File: src/hdl/ddo_pkg.sv
// ----------------------------------------------------------------------------
// Odometry package
// Widths, reset values, state and command types, CORDIC arctangent table.
// ----------------------------------------------------------------------------
package ddo_pkg;

    localparam int COUNT_WIDTH  = 16;
    localparam int CORDIC_STEPS = 24;
    localparam int CIDX_W       = $clog2(CORDIC_STEPS);
    localparam int ATAN_IDX_W   = 5;
    localparam int ANG_W        = 32;
    localparam int POS_W        = 48;
    localparam int XY_W         = 33;
    localparam int DMAG_W       = COUNT_WIDTH + 32;
    localparam int MUL_A_W      = 33;
    localparam int MUL_B_W      = 32;
    localparam int PROD_W       = MUL_A_W + MUL_B_W;
    localparam int RND_W        = 34;
    localparam int TL_W         = 32;
    localparam int TPT_W        = 24;
    localparam int CFG_IDX_W    = 1;
    localparam int CFG_DATA_W   = 32;
    localparam int IN_W         = 16;

    localparam logic [TL_W-1:0]        TL_RESET      = 32'd557337;
    localparam logic [TPT_W-1:0]       TPT_RESET     = 24'd1529356;
    localparam logic signed [XY_W-1:0] CORDIC_INIT_X = 33'sd652032874;

    typedef enum logic [CFG_IDX_W-1:0] {
        REG_TICK_LENGTH   = 1'b0,
        REG_TURN_PER_TICK = 1'b1
    } t_reg_idx;

    typedef enum logic [3:0] {
        S_IDLE,
        S_HEAD,
        S_DISP,
        S_CINIT,
        S_CORD,
        S_CFIN,
        S_SIN_LO,
        S_SIN_HI,
        S_COS_LO,
        S_COS_HI,
        S_TERM_Y,
        S_ADD_Y,
        S_DONE
    } t_state;

    typedef enum logic [2:0] {
        MUL_NONE,
        MUL_HEAD,
        MUL_DISP,
        MUL_SIN_LO,
        MUL_SIN_HI,
        MUL_COS_LO,
        MUL_COS_HI
    } t_mul_op;

    typedef struct packed {
        logic              accept;
        t_mul_op           mul_op;
        logic              heading_upd;
        logic              cordic_init;
        logic              cordic_step;
        logic [CIDX_W-1:0] cordic_idx;
        logic              cordic_fin;
        logic              rnd_load;
        logic              term_load;
        logic              add_x;
        logic              add_y;
        logic              out_load;
    } t_cmd;

    typedef struct packed {
        logic out_free;
    } t_status;

    function automatic logic [29:0] atan_entry(input logic [ATAN_IDX_W-1:0] k);
        logic [29:0] v;
        case (k)
            5'd0:    v = 30'd536870912;
            5'd1:    v = 30'd316933406;
            5'd2:    v = 30'd167458907;
            5'd3:    v = 30'd85004756;
            5'd4:    v = 30'd42667331;
            5'd5:    v = 30'd21354465;
            5'd6:    v = 30'd10680862;
            5'd7:    v = 30'd5340245;
            5'd8:    v = 30'd2670163;
            5'd9:    v = 30'd1335087;
            5'd10:   v = 30'd667544;
            5'd11:   v = 30'd333772;
            5'd12:   v = 30'd166886;
            5'd13:   v = 30'd83443;
            5'd14:   v = 30'd41722;
            5'd15:   v = 30'd20861;
            5'd16:   v = 30'd10430;
            5'd17:   v = 30'd5215;
            5'd18:   v = 30'd2608;
            5'd19:   v = 30'd1304;
            5'd20:   v = 30'd652;
            5'd21:   v = 30'd326;
            5'd22:   v = 30'd163;
            5'd23:   v = 30'd81;
            5'd24:   v = 30'd41;
            5'd25:   v = 30'd20;
            5'd26:   v = 30'd10;
            5'd27:   v = 30'd5;
            5'd28:   v = 30'd3;
            5'd29:   v = 30'd1;
            5'd30:   v = 30'd1;
            default: v = 30'd0;
        endcase
        return v;
    endfunction

endpackage

File: src/hdl/ddo_in_if.sv
// ----------------------------------------------------------------------------
// Odometry input channel
// Valid/ready channel carrying one sample of both wheel encoder counters.
// ----------------------------------------------------------------------------
interface ddo_in_if;
    logic                     valid;
    logic                     ready;
    logic [ddo_pkg::IN_W-1:0] left_count;
    logic [ddo_pkg::IN_W-1:0] right_count;

    modport source (output valid, output left_count, output right_count, input ready);
    modport sink   (input valid, input left_count, input right_count, output ready);
endinterface

File: src/hdl/ddo_out_if.sv
// ----------------------------------------------------------------------------
// Odometry output channel
// Valid/ready channel carrying position and heading.
// ----------------------------------------------------------------------------
interface ddo_out_if;
    logic                       valid;
    logic                       ready;
    logic signed [ddo_pkg::POS_W-1:0] pos_x_out;
    logic signed [ddo_pkg::POS_W-1:0] pos_y_out;
    logic [ddo_pkg::ANG_W-1:0]  heading_out;

    modport source (output valid, output pos_x_out, output pos_y_out, output heading_out,
                    input ready);
    modport sink   (input valid, input pos_x_out, input pos_y_out, input heading_out,
                    output ready);
endinterface

File: src/hdl/ddo_ctrl.sv
// ----------------------------------------------------------------------------
// Odometry controller
// Sequences heading update, displacement, CORDIC iterations and position update.
// ----------------------------------------------------------------------------
module ddo_ctrl (
    input  logic             i_clk,
    input  logic             i_rst_n,
    input  logic             i_in_valid,
    output logic             o_in_ready,
    input  ddo_pkg::t_status i_status,
    output ddo_pkg::t_cmd    o_cmd
);

    ddo_pkg::t_state               r_state;
    ddo_pkg::t_state               n_state;
    logic [ddo_pkg::CIDX_W-1:0]    r_idx;
    logic [ddo_pkg::CIDX_W-1:0]    n_idx;

    always_ff @(posedge i_clk) begin
        if (!i_rst_n) begin
            r_state <= ddo_pkg::S_IDLE;
            r_idx   <= '0;
        end else begin
            r_state <= n_state;
            r_idx   <= n_idx;
        end
    end

    always_comb begin
        n_state    = r_state;
        n_idx      = r_idx;
        o_cmd      = '0;
        o_in_ready = 1'b0;
        case (r_state)
            ddo_pkg::S_IDLE: begin
                o_in_ready = 1'b1;
                if (i_in_valid) begin
                    o_cmd.accept = 1'b1;
                    n_state      = ddo_pkg::S_HEAD;
                end
            end
            ddo_pkg::S_HEAD: begin
                o_cmd.mul_op = ddo_pkg::MUL_HEAD;
                n_state      = ddo_pkg::S_DISP;
            end
            ddo_pkg::S_DISP: begin
                o_cmd.mul_op      = ddo_pkg::MUL_DISP;
                o_cmd.heading_upd = 1'b1;
                n_state           = ddo_pkg::S_CINIT;
            end
            ddo_pkg::S_CINIT: begin
                o_cmd.cordic_init = 1'b1;
                n_idx             = '0;
                n_state           = ddo_pkg::S_CORD;
            end
            ddo_pkg::S_CORD: begin
                o_cmd.cordic_step = 1'b1;
                o_cmd.cordic_idx  = r_idx;
                if (r_idx == ddo_pkg::CIDX_W'(ddo_pkg::CORDIC_STEPS - 1)) begin
                    n_state = ddo_pkg::S_CFIN;
                end else begin
                    n_idx = r_idx + 1'b1;
                end
            end
            ddo_pkg::S_CFIN: begin
                o_cmd.cordic_fin = 1'b1;
                n_state          = ddo_pkg::S_SIN_LO;
            end
            ddo_pkg::S_SIN_LO: begin
                o_cmd.mul_op = ddo_pkg::MUL_SIN_LO;
                n_state      = ddo_pkg::S_SIN_HI;
            end
            ddo_pkg::S_SIN_HI: begin
                o_cmd.mul_op   = ddo_pkg::MUL_SIN_HI;
                o_cmd.rnd_load = 1'b1;
                n_state        = ddo_pkg::S_COS_LO;
            end
            ddo_pkg::S_COS_LO: begin
                o_cmd.mul_op    = ddo_pkg::MUL_COS_LO;
                o_cmd.term_load = 1'b1;
                n_state         = ddo_pkg::S_COS_HI;
            end
            ddo_pkg::S_COS_HI: begin
                o_cmd.mul_op   = ddo_pkg::MUL_COS_HI;
                o_cmd.rnd_load = 1'b1;
                o_cmd.add_x    = 1'b1;
                n_state        = ddo_pkg::S_TERM_Y;
            end
            ddo_pkg::S_TERM_Y: begin
                o_cmd.term_load = 1'b1;
                n_state         = ddo_pkg::S_ADD_Y;
            end
            ddo_pkg::S_ADD_Y: begin
                o_cmd.add_y = 1'b1;
                n_state     = ddo_pkg::S_DONE;
            end
            ddo_pkg::S_DONE: begin
                if (i_status.out_free) begin
                    o_cmd.out_load = 1'b1;
                    n_state        = ddo_pkg::S_IDLE;
                end
            end
            default: begin
                n_state = ddo_pkg::S_IDLE;
            end
        endcase
    end

endmodule

File: src/hdl/ddo_datapath.sv
// ----------------------------------------------------------------------------
// Odometry datapath
// Tick deltas, shared multiplier, iterative CORDIC, position accumulators,
// configuration registers and the output register.
// ----------------------------------------------------------------------------
module ddo_datapath (
    input  logic                              i_clk,
    input  logic                              i_rst_n,
    input  ddo_pkg::t_cmd                     i_cmd,
    output ddo_pkg::t_status                  o_status,
    input  logic [ddo_pkg::IN_W-1:0]          i_left_count,
    input  logic [ddo_pkg::IN_W-1:0]          i_right_count,
    input  logic                              i_cfg_we,
    input  logic [ddo_pkg::CFG_IDX_W-1:0]     i_cfg_index,
    input  logic [ddo_pkg::CFG_DATA_W-1:0]    i_cfg_data,
    output logic                              o_out_valid,
    input  logic                              i_out_ready,
    output logic signed [ddo_pkg::POS_W-1:0]  o_pos_x_out,
    output logic signed [ddo_pkg::POS_W-1:0]  o_pos_y_out,
    output logic [ddo_pkg::ANG_W-1:0]         o_heading_out
);

    localparam int CW = ddo_pkg::COUNT_WIDTH;

    logic [ddo_pkg::TL_W-1:0]         r_tick_length;
    logic [ddo_pkg::TPT_W-1:0]        r_turn_per_tick;
    logic [CW-1:0]                    r_prev_left;
    logic [CW-1:0]                    r_prev_right;
    logic signed [CW-1:0]             r_dl;
    logic signed [CW-1:0]             r_dr;
    logic [CW:0]                      r_smag;
    logic                             r_d_neg;
    logic [ddo_pkg::ANG_W-1:0]        r_heading;
    logic [ddo_pkg::POS_W-1:0]        r_pos_x;
    logic [ddo_pkg::POS_W-1:0]        r_pos_y;
    logic [ddo_pkg::PROD_W-1:0]       r_prod;
    logic [ddo_pkg::DMAG_W-1:0]       r_dmag;
    logic signed [ddo_pkg::XY_W-1:0]  r_cx;
    logic signed [ddo_pkg::XY_W-1:0]  r_cy;
    logic signed [ddo_pkg::XY_W-1:0]  r_cz;
    logic                             r_flip;
    logic [ddo_pkg::MUL_B_W-1:0]      r_sin_mag;
    logic [ddo_pkg::MUL_B_W-1:0]      r_cos_mag;
    logic                             r_sin_neg;
    logic                             r_cos_neg;
    logic [ddo_pkg::RND_W-1:0]        r_rnd;
    logic [ddo_pkg::POS_W-1:0]        r_term;
    logic                             r_out_valid;
    logic signed [ddo_pkg::POS_W-1:0] r_out_x;
    logic signed [ddo_pkg::POS_W-1:0] r_out_y;
    logic [ddo_pkg::ANG_W-1:0]        r_out_heading;

    logic [CW-1:0]                    w_left;
    logic [CW-1:0]                    w_right;
    logic signed [CW:0]               w_sum;
    logic signed [CW:0]               w_diff;
    logic [ddo_pkg::MUL_A_W-1:0]      w_mul_a;
    logic [ddo_pkg::MUL_B_W-1:0]      w_mul_b;
    logic [ddo_pkg::PROD_W-1:0]       w_prod;
    logic                             w_flip;
    logic [ddo_pkg::ANG_W-1:0]        w_ang;
    logic [ddo_pkg::ATAN_IDX_W-1:0]   w_k;
    logic signed [ddo_pkg::XY_W-1:0]  w_xs;
    logic signed [ddo_pkg::XY_W-1:0]  w_ys;
    logic signed [ddo_pkg::XY_W-1:0]  w_atan;
    logic [63:0]                      w_rnd_sum;
    logic signed [ddo_pkg::XY_W-1:0]  w_sin_abs;
    logic signed [ddo_pkg::XY_W-1:0]  w_cos_abs;

    assign w_left  = CW'(i_left_count);
    assign w_right = CW'(i_right_count);
    assign w_sum   = (CW + 1)'(r_dl) + (CW + 1)'(r_dr);
    assign w_diff  = (CW + 1)'(r_dl) - (CW + 1)'(r_dr);

    always_comb begin
        w_mul_a = '0;
        w_mul_b = '0;
        case (i_cmd.mul_op)
            ddo_pkg::MUL_HEAD: begin
                w_mul_a = {1'b0, 32'(w_diff)};
                w_mul_b = ddo_pkg::MUL_B_W'(r_turn_per_tick);
            end
            ddo_pkg::MUL_DISP: begin
                w_mul_a = ddo_pkg::MUL_A_W'(r_smag);
                w_mul_b = r_tick_length;
            end
            ddo_pkg::MUL_SIN_LO: begin
                w_mul_a = {1'b0, r_dmag[31:0]};
                w_mul_b = r_sin_mag;
            end
            ddo_pkg::MUL_SIN_HI: begin
                w_mul_a = ddo_pkg::MUL_A_W'(r_dmag[ddo_pkg::DMAG_W-1:32]);
                w_mul_b = r_sin_mag;
            end
            ddo_pkg::MUL_COS_LO: begin
                w_mul_a = {1'b0, r_dmag[31:0]};
                w_mul_b = r_cos_mag;
            end
            ddo_pkg::MUL_COS_HI: begin
                w_mul_a = ddo_pkg::MUL_A_W'(r_dmag[ddo_pkg::DMAG_W-1:32]);
                w_mul_b = r_cos_mag;
            end
            default: begin
                w_mul_a = '0;
                w_mul_b = '0;
            end
        endcase
    end

    assign w_prod = w_mul_a * w_mul_b;

    // fold the half turn around pi onto the range around zero
    assign w_flip    = r_heading[31] ^ r_heading[30];
    assign w_ang     = w_flip ? {~r_heading[31], r_heading[30:0]} : r_heading;
    assign w_k       = ddo_pkg::ATAN_IDX_W'(i_cmd.cordic_idx);
    assign w_xs      = r_cx >>> w_k;
    assign w_ys      = r_cy >>> w_k;
    assign w_atan    = ddo_pkg::XY_W'(ddo_pkg::atan_entry(w_k));
    assign w_rnd_sum = r_prod[63:0] + (64'd1 << 29);
    assign w_sin_abs = r_cy[ddo_pkg::XY_W-1] ? -r_cy : r_cy;
    assign w_cos_abs = r_cx[ddo_pkg::XY_W-1] ? -r_cx : r_cx;

    always_ff @(posedge i_clk) begin
        if (!i_rst_n) begin
            r_tick_length   <= ddo_pkg::TL_RESET;
            r_turn_per_tick <= ddo_pkg::TPT_RESET;
        end else if (i_cfg_we) begin
            case (i_cfg_index)
                ddo_pkg::REG_TICK_LENGTH:   r_tick_length   <= i_cfg_data;
                ddo_pkg::REG_TURN_PER_TICK: r_turn_per_tick <= i_cfg_data[ddo_pkg::TPT_W-1:0];
                default: begin
                end
            endcase
        end
    end

    always_ff @(posedge i_clk) begin
        if (!i_rst_n) begin
            r_prev_left  <= '0;
            r_prev_right <= '0;
            r_heading    <= '0;
            r_pos_x      <= '0;
            r_pos_y      <= '0;
        end else begin
            if (i_cmd.accept) begin
                r_prev_left  <= w_left;
                r_prev_right <= w_right;
            end
            if (i_cmd.heading_upd) begin
                r_heading <= r_heading + r_prod[ddo_pkg::ANG_W-1:0];
            end
            if (i_cmd.add_x) begin
                r_pos_x <= (r_d_neg ^ r_sin_neg) ? r_pos_x - r_term : r_pos_x + r_term;
            end
            if (i_cmd.add_y) begin
                r_pos_y <= (r_d_neg ^ r_cos_neg) ? r_pos_y - r_term : r_pos_y + r_term;
            end
        end
    end

    always_ff @(posedge i_clk) begin
        if (i_cmd.accept) begin
            r_dl <= w_left - r_prev_left;
            r_dr <= w_right - r_prev_right;
        end
        if (i_cmd.mul_op == ddo_pkg::MUL_HEAD) begin
            r_smag  <= w_sum[CW] ? -w_sum : w_sum;
            r_d_neg <= w_sum[CW];
        end
        if (i_cmd.mul_op != ddo_pkg::MUL_NONE) begin
            r_prod <= w_prod;
        end
        if (i_cmd.cordic_init) begin
            r_dmag <= r_prod[ddo_pkg::DMAG_W:1];
            r_flip <= w_flip;
            r_cx   <= ddo_pkg::CORDIC_INIT_X;
            r_cy   <= '0;
            r_cz   <= ddo_pkg::XY_W'($signed(w_ang));
        end
        if (i_cmd.cordic_step) begin
            if (!r_cz[ddo_pkg::XY_W-1]) begin
                r_cx <= r_cx - w_ys;
                r_cy <= r_cy + w_xs;
                r_cz <= r_cz - w_atan;
            end else begin
                r_cx <= r_cx + w_ys;
                r_cy <= r_cy - w_xs;
                r_cz <= r_cz + w_atan;
            end
        end
        if (i_cmd.cordic_fin) begin
            r_sin_mag <= w_sin_abs[ddo_pkg::MUL_B_W-1:0];
            r_cos_mag <= w_cos_abs[ddo_pkg::MUL_B_W-1:0];
            r_sin_neg <= r_flip ^ r_cy[ddo_pkg::XY_W-1];
            r_cos_neg <= r_flip ^ r_cx[ddo_pkg::XY_W-1];
        end
        if (i_cmd.rnd_load) begin
            r_rnd <= w_rnd_sum[63:30];
        end
        if (i_cmd.term_load) begin
            r_term <= {r_prod[45:0], 2'b00} + ddo_pkg::POS_W'(r_rnd);
        end
    end

    always_ff @(posedge i_clk) begin
        if (!i_rst_n) begin
            r_out_valid <= 1'b0;
        end else if (i_cmd.out_load) begin
            r_out_valid <= 1'b1;
        end else if (i_out_ready) begin
            r_out_valid <= 1'b0;
        end
    end

    always_ff @(posedge i_clk) begin
        if (i_cmd.out_load) begin
            r_out_x       <= r_pos_x;
            r_out_y       <= r_pos_y;
            r_out_heading <= r_heading;
        end
    end

    assign o_status.out_free = !r_out_valid || i_out_ready;
    assign o_out_valid       = r_out_valid;
    assign o_pos_x_out       = r_out_x;
    assign o_pos_y_out       = r_out_y;
    assign o_heading_out     = r_out_heading;

endmodule

File: src/hdl/differential_drive_odometry.sv
// ----------------------------------------------------------------------------
// Differential drive odometry
// Dead reckoning from wheel encoder samples: heading, then x and y position.
// ----------------------------------------------------------------------------
//  channel   dir  beat contents
//  i_in      in   left_count, right_count
//  o_out     out  pos_x_out, pos_y_out, heading_out
//  i_cfg_*   in   register index, write data
//
//  A result is loaded once the one-rotation-per-cycle CORDIC and six multiplier
//  passes that follow the acceptance of its sample are through; the next sample
//  can be taken from the cycle after the load.
//  Reset is synchronous; state, counters and positions clear to zero.
//  A stalled result waits in the output register while the next sample
//  is taken; only its final load waits for the register to drain.
// ----------------------------------------------------------------------------
module differential_drive_odometry (
    input  logic                           i_clk,
    input  logic                           i_rst_n,
    ddo_in_if.sink                         i_in,
    ddo_out_if.source                      o_out,
    input  logic                           i_cfg_we,
    input  logic [ddo_pkg::CFG_IDX_W-1:0]  i_cfg_index,
    input  logic [ddo_pkg::CFG_DATA_W-1:0] i_cfg_data
);

    ddo_pkg::t_cmd    w_cmd;
    ddo_pkg::t_status w_status;
    logic             w_in_ready;

    assign i_in.ready = w_in_ready;

    ddo_ctrl u_ctrl (
        .i_clk      (i_clk),
        .i_rst_n    (i_rst_n),
        .i_in_valid (i_in.valid),
        .o_in_ready (w_in_ready),
        .i_status   (w_status),
        .o_cmd      (w_cmd)
    );

    ddo_datapath u_datapath (
        .i_clk         (i_clk),
        .i_rst_n       (i_rst_n),
        .i_cmd         (w_cmd),
        .o_status      (w_status),
        .i_left_count  (i_in.left_count),
        .i_right_count (i_in.right_count),
        .i_cfg_we      (i_cfg_we),
        .i_cfg_index   (i_cfg_index),
        .i_cfg_data    (i_cfg_data),
        .o_out_valid   (o_out.valid),
        .i_out_ready   (o_out.ready),
        .o_pos_x_out   (o_out.pos_x_out),
        .o_pos_y_out   (o_out.pos_y_out),
        .o_heading_out (o_out.heading_out)
    );

endmodule

File: src/flat_wrapper.sv
// flat-port wrapper written by rule: the top's interface ports become plain ports
module differential_drive_odometry_flat 
  (i_clk, i_rst_n, i_cfg_we, i_cfg_index, i_cfg_data, i_in_valid, i_in_left_count, i_in_right_count, i_in_ready, o_out_valid, o_out_pos_x_out, o_out_pos_y_out, o_out_heading_out, o_out_ready);
  ddo_in_if i_in_i ();
  ddo_out_if o_out_i ();
  input  logic i_clk;
  input  logic i_rst_n;
  input  logic i_cfg_we;
  input  logic [ddo_pkg::CFG_IDX_W-1:0] i_cfg_index;
  input  logic [ddo_pkg::CFG_DATA_W-1:0] i_cfg_data;
  input wire logic [$bits(i_in_i.valid)-1:0] i_in_valid;
  input wire logic [$bits(i_in_i.left_count)-1:0] i_in_left_count;
  input wire logic [$bits(i_in_i.right_count)-1:0] i_in_right_count;
  output wire logic [$bits(i_in_i.ready)-1:0] i_in_ready;
  output wire logic [$bits(o_out_i.valid)-1:0] o_out_valid;
  output wire logic [$bits(o_out_i.pos_x_out)-1:0] o_out_pos_x_out;
  output wire logic [$bits(o_out_i.pos_y_out)-1:0] o_out_pos_y_out;
  output wire logic [$bits(o_out_i.heading_out)-1:0] o_out_heading_out;
  input wire logic [$bits(o_out_i.ready)-1:0] o_out_ready;
  assign i_in_i.valid = i_in_valid;
  assign i_in_i.left_count = i_in_left_count;
  assign i_in_i.right_count = i_in_right_count;
  assign i_in_ready = i_in_i.ready;
  assign o_out_valid = o_out_i.valid;
  assign o_out_pos_x_out = o_out_i.pos_x_out;
  assign o_out_pos_y_out = o_out_i.pos_y_out;
  assign o_out_heading_out = o_out_i.heading_out;
  assign o_out_i.ready = o_out_ready;
  differential_drive_odometry u_core (.i_clk(i_clk), .i_rst_n(i_rst_n), .i_in(i_in_i), .o_out(o_out_i), .i_cfg_we(i_cfg_we), .i_cfg_index(i_cfg_index), .i_cfg_data(i_cfg_data));
endmodule
File: config.mk
export PLATFORM = sky130hd
export DESIGN_NAME = differential_drive_odometry_flat
export DESIGN_NICKNAME = d
export VERILOG_FILES = /design/src/hdl/ddo_pkg.sv /design/src/hdl/ddo_in_if.sv /design/src/hdl/ddo_out_if.sv /design/src/hdl/ddo_ctrl.sv /design/src/hdl/ddo_datapath.sv /design/src/hdl/differential_drive_odometry.sv /design/src/flat_wrapper.sv
export SDC_FILE = /design/constraint.sdc
export NUM_CORES = 2
export LEC_CHECK = 0
export BUFFER_PORTS_ARGS = -buffer_cell sky130_fd_sc_hd__buf_2
export CAP_MARGIN = 40
export CORE_ASPECT_RATIO = 0.8
export CORE_MARGIN = 2
export CORE_UTILIZATION = 45
export DETAILED_ROUTE_END_ITERATION = 6
export GPL_TIMING_DRIVEN = 0
export PLACE_DENSITY = 0.67
export SETUP_SLACK_MARGIN = 0.15
export SYNTH_ARGS = -nofsm -noshare
export SYNTH_HDL_FRONTEND = slang
export SYNTH_HIERARCHICAL = 1
export SYNTH_SLANG_ARGS = --single-unit
File: constraint.sdc
create_clock -name i_clk -period 14.3 [get_ports i_clk]
set_input_delay 0.715 -clock i_clk [delete_from_list [all_inputs] [get_ports i_clk]]
set_output_delay 0.715 -clock i_clk [all_outputs]
set_load 0.02 [all_outputs]
==> results.ini <==
[outcome]
status=finished clean

[routing]
drtIter0Drc=8083
via_per_inst=5.94
ant_nets=0
drc=0
wl_per_cell_um=28.3
drt_wl_total_um=348000
drt_first_pass_iters=6
route.vias.total=73100

[clock_tree]
cts_tree=done
cts-root-buf=clkbuf_16
htreeDepth=3
clk_latency_ps=750
cts_sinks=764
cts_buffer_depth=3
post_cts_buffers=0
ctsHoldBuffers=0
clk_pin_slew_ps=60
cts_made_buffers=85

[placed_design]
place_congestion=1.05
post_dp_cell_area_sq_um=92200
portBuffers=199
dp_hpwl_um=291000
dpl.cell_count=12100

[cells_and_area]
final_cell_count_no_fill=12300
fillers=17800
stdcell_area_sq_um=95100
drive_gt1_share_pct=8.12
regArea_sq_um=20700
nNetsFinal=11300
area_growth_pct=11.3
final_common_cell=inv_1
most-common-layout-cells=inv_1, nand2_1, nor2_1, fa_1, ha_1
multi_input_area_sq_um=59100

[global_routing]
antenna_found_initial=55
grt_max_degree=73
grt_pass1_wl_um=499000
grt_usage_pct=35.4
gr-total-overflow=0
grt_pass1_vias=72100

[die]
die_h_um=394
dieArea_sq_um=193000
ios=200
start_util_pct=45.1
core_sq_um=189000
rows=143
chipWidth_um=491

[timing]
max_slew_margin_pct=32.0
fin_crit_ps=13840
rsz0062_at_grt=false
fmax_mhz=72.3
setup_violations=0
final_max_slew_viol_count=0
tns_ps=0
worstMarginPinSlew_ps=1020
whs_ps=241
worst_clock_skew_ps=42.6
final-hold-violation-count=0
post-route-period-util_pct=96.8

[flow_run]
max_cap_viol_count=0

[synthesis]
syn_nets=10800
ys_ff_latch=764
syn_area_per_cell_sq_um=9.26
synth-edff-count=538
syn_area_sq_um=85500
async_reset_ff_share_pct=0
yosys.cell_types.count=104
synth_top_family_by_area=adder cells
synth-xor-area-share_pct=6.39
synth_compound_area_share_pct=12.7
synthAdderAreaFrac_pct=29.9
synth.yosys.seq_area_share_pct=24.2
synth-simple-area-share_pct=15.0
yosys-mux-area-fraction_pct=4.74
syn-instance-count=9230
yosysWarnings=6
synthFlopType=edfxtp_1

[min_path]
whs_endpoint=u_core/u_datapath/r_tick_length[0]$_SDFFE_PN1P_
hold_class=in -> reg
holdPathStages=3
hold_start=i_cfg_data[0]

[critical_path]
critical_path_class=reg -> reg
r2r-start=u_core/u_ctrl/r_state[0]$_SDFFE_PN0P_
slowest_stage=clkbuf_1
startpoint=u_core/u_ctrl/r_state[0]$_SDFFE_PN0P_
slowest_delay_ps=700
r2r_slack_ps=460
cp.required_ps=14740
critPathMaxFanout=10
worstSetupEndpointType=flip-flop
path_common_cell=fa_1
r2r_cells=35
rr_endpoint=u_core/u_datapath/r_prod[62]$_DFFE_PP_
critPathArrivalTime_ps=14280
start_kind=flip-flop

stage by stage:
step	util [%]	setup WS (ps)
floorplan	-	4170
global placement	47.3	-802
detailed placement	48.7	59.4
CTS	50.2	279
global route	50.3	169
finish	50.3	463
sequential cells by signal, summed over array words and instances (netlist names), 34 cells and up:
signal	cells
u_core/u_datapath/o_pos_x_out	48
u_core/u_datapath/o_pos_y_out	48
u_core/u_datapath/r_dmag	48
u_core/u_datapath/r_pos_x	48
u_core/u_datapath/r_pos_y	48
u_core/u_datapath/r_prod	64
u_core/u_datapath/r_rnd	34
u_core/u_datapath/r_term	48
per-layer routing:
| layer | track usage (%) | part of all wire (%) | vias up |
|---|---|---|---|
| li1 | - | - | 32000 |
| met1 | 47.1 | 40 | 36500 |
| met2 | 53.4 | 43 | 3808 |
| met3 | 10.1 | 11 | 809 |
| met4 | 16.1 | 5.6 | 12 |
| met5 | 0 | 0.020 | - |
kinds of logic (layout without fill, tap and decap cells):
kind of cell | count (synthesis) | count (layout)
compound gates | 1627 | 1627
xor+xnor | 623 | 623
fa+ha+maj | 1499 | 1499
buf+inv | 1565 | 2099
flops | 764 | 764
mux | 294 | 294
other cells | 0 | 15
simple gates | 2858 | 2858
how the worst max path moves through the flow:
stage                                                         to  slack [ps]  cells after the start
after floorplan           u_core/u_datapath/r_prod[63]$_DFFE_PP_        4170                     43
after global placement    u_core/u_datapath/r_prod[62]$_DFFE_PP_        -800                     36
after detailed placement  u_core/u_datapath/r_prod[62]$_DFFE_PP_          60                     37
after CTS                 u_core/u_datapath/r_prod[62]$_DFFE_PP_         280                     37
after global routing      u_core/u_datapath/r_prod[62]$_DFFE_PP_         170                     37
final                     u_core/u_datapath/r_prod[62]$_DFFE_PP_         460                     35
layout make-up:
type                            count  area share [%]
Tap cell                         2537            3.34
Sequential cell                   764            21.7
Clock inverter                     57           0.597
Inverter                         1119            4.41
Clock buffer                      103            2.45
Multi-Input combinational cell   6901            62.1
Timing Repair Buffer              374            3.35
Antenna cell                       15          0.0395
Buffer                            446            1.94
critical path, delay by kind of cell (launching register included):
kind | cells | cell delay (ps)
AOI/OAI and AO/OA | 9 | 3510
xor gates and xnor gates | 1 | 480
adders and majority gates | 9 | 4460
buffers and inverters | 10 | 3530
DFF | 1 | 350
and+or+nand+nor | 6 | 1190
cell usage after synthesis (77+ instances only):
library cell	number	area share, %
inv_1	1114	4.9
nand2_1	1036	4.6
nor2_1	956	4.2
fa_1	907	21
ha_1	592	8.7
edfxtp_1	538	19
xnor2_1	414	4.2
a21oi_1	400	2.3
clkbuf_1	365	1.6
o21ai_0	287	1.7
dfxtp_1	226	5.3
xor2_1	209	2.1
nor2b_1	187	1.4
a21o_1	185	1.6
mux2i_1	166	1.9
nand3_1	131	0.77
nor3_1	100	0.59
nand2b_1	77	0.56
what timing repair did:
action | in CTS | in global routing
gates resized for setup | 1 | 16
endpoints found under the setup margin | 4 | 8
pin swaps | 0 | 0
Power is not shown: default switching activity piles up to over one toggle a cycle in this logic, so the estimate is an artifact.
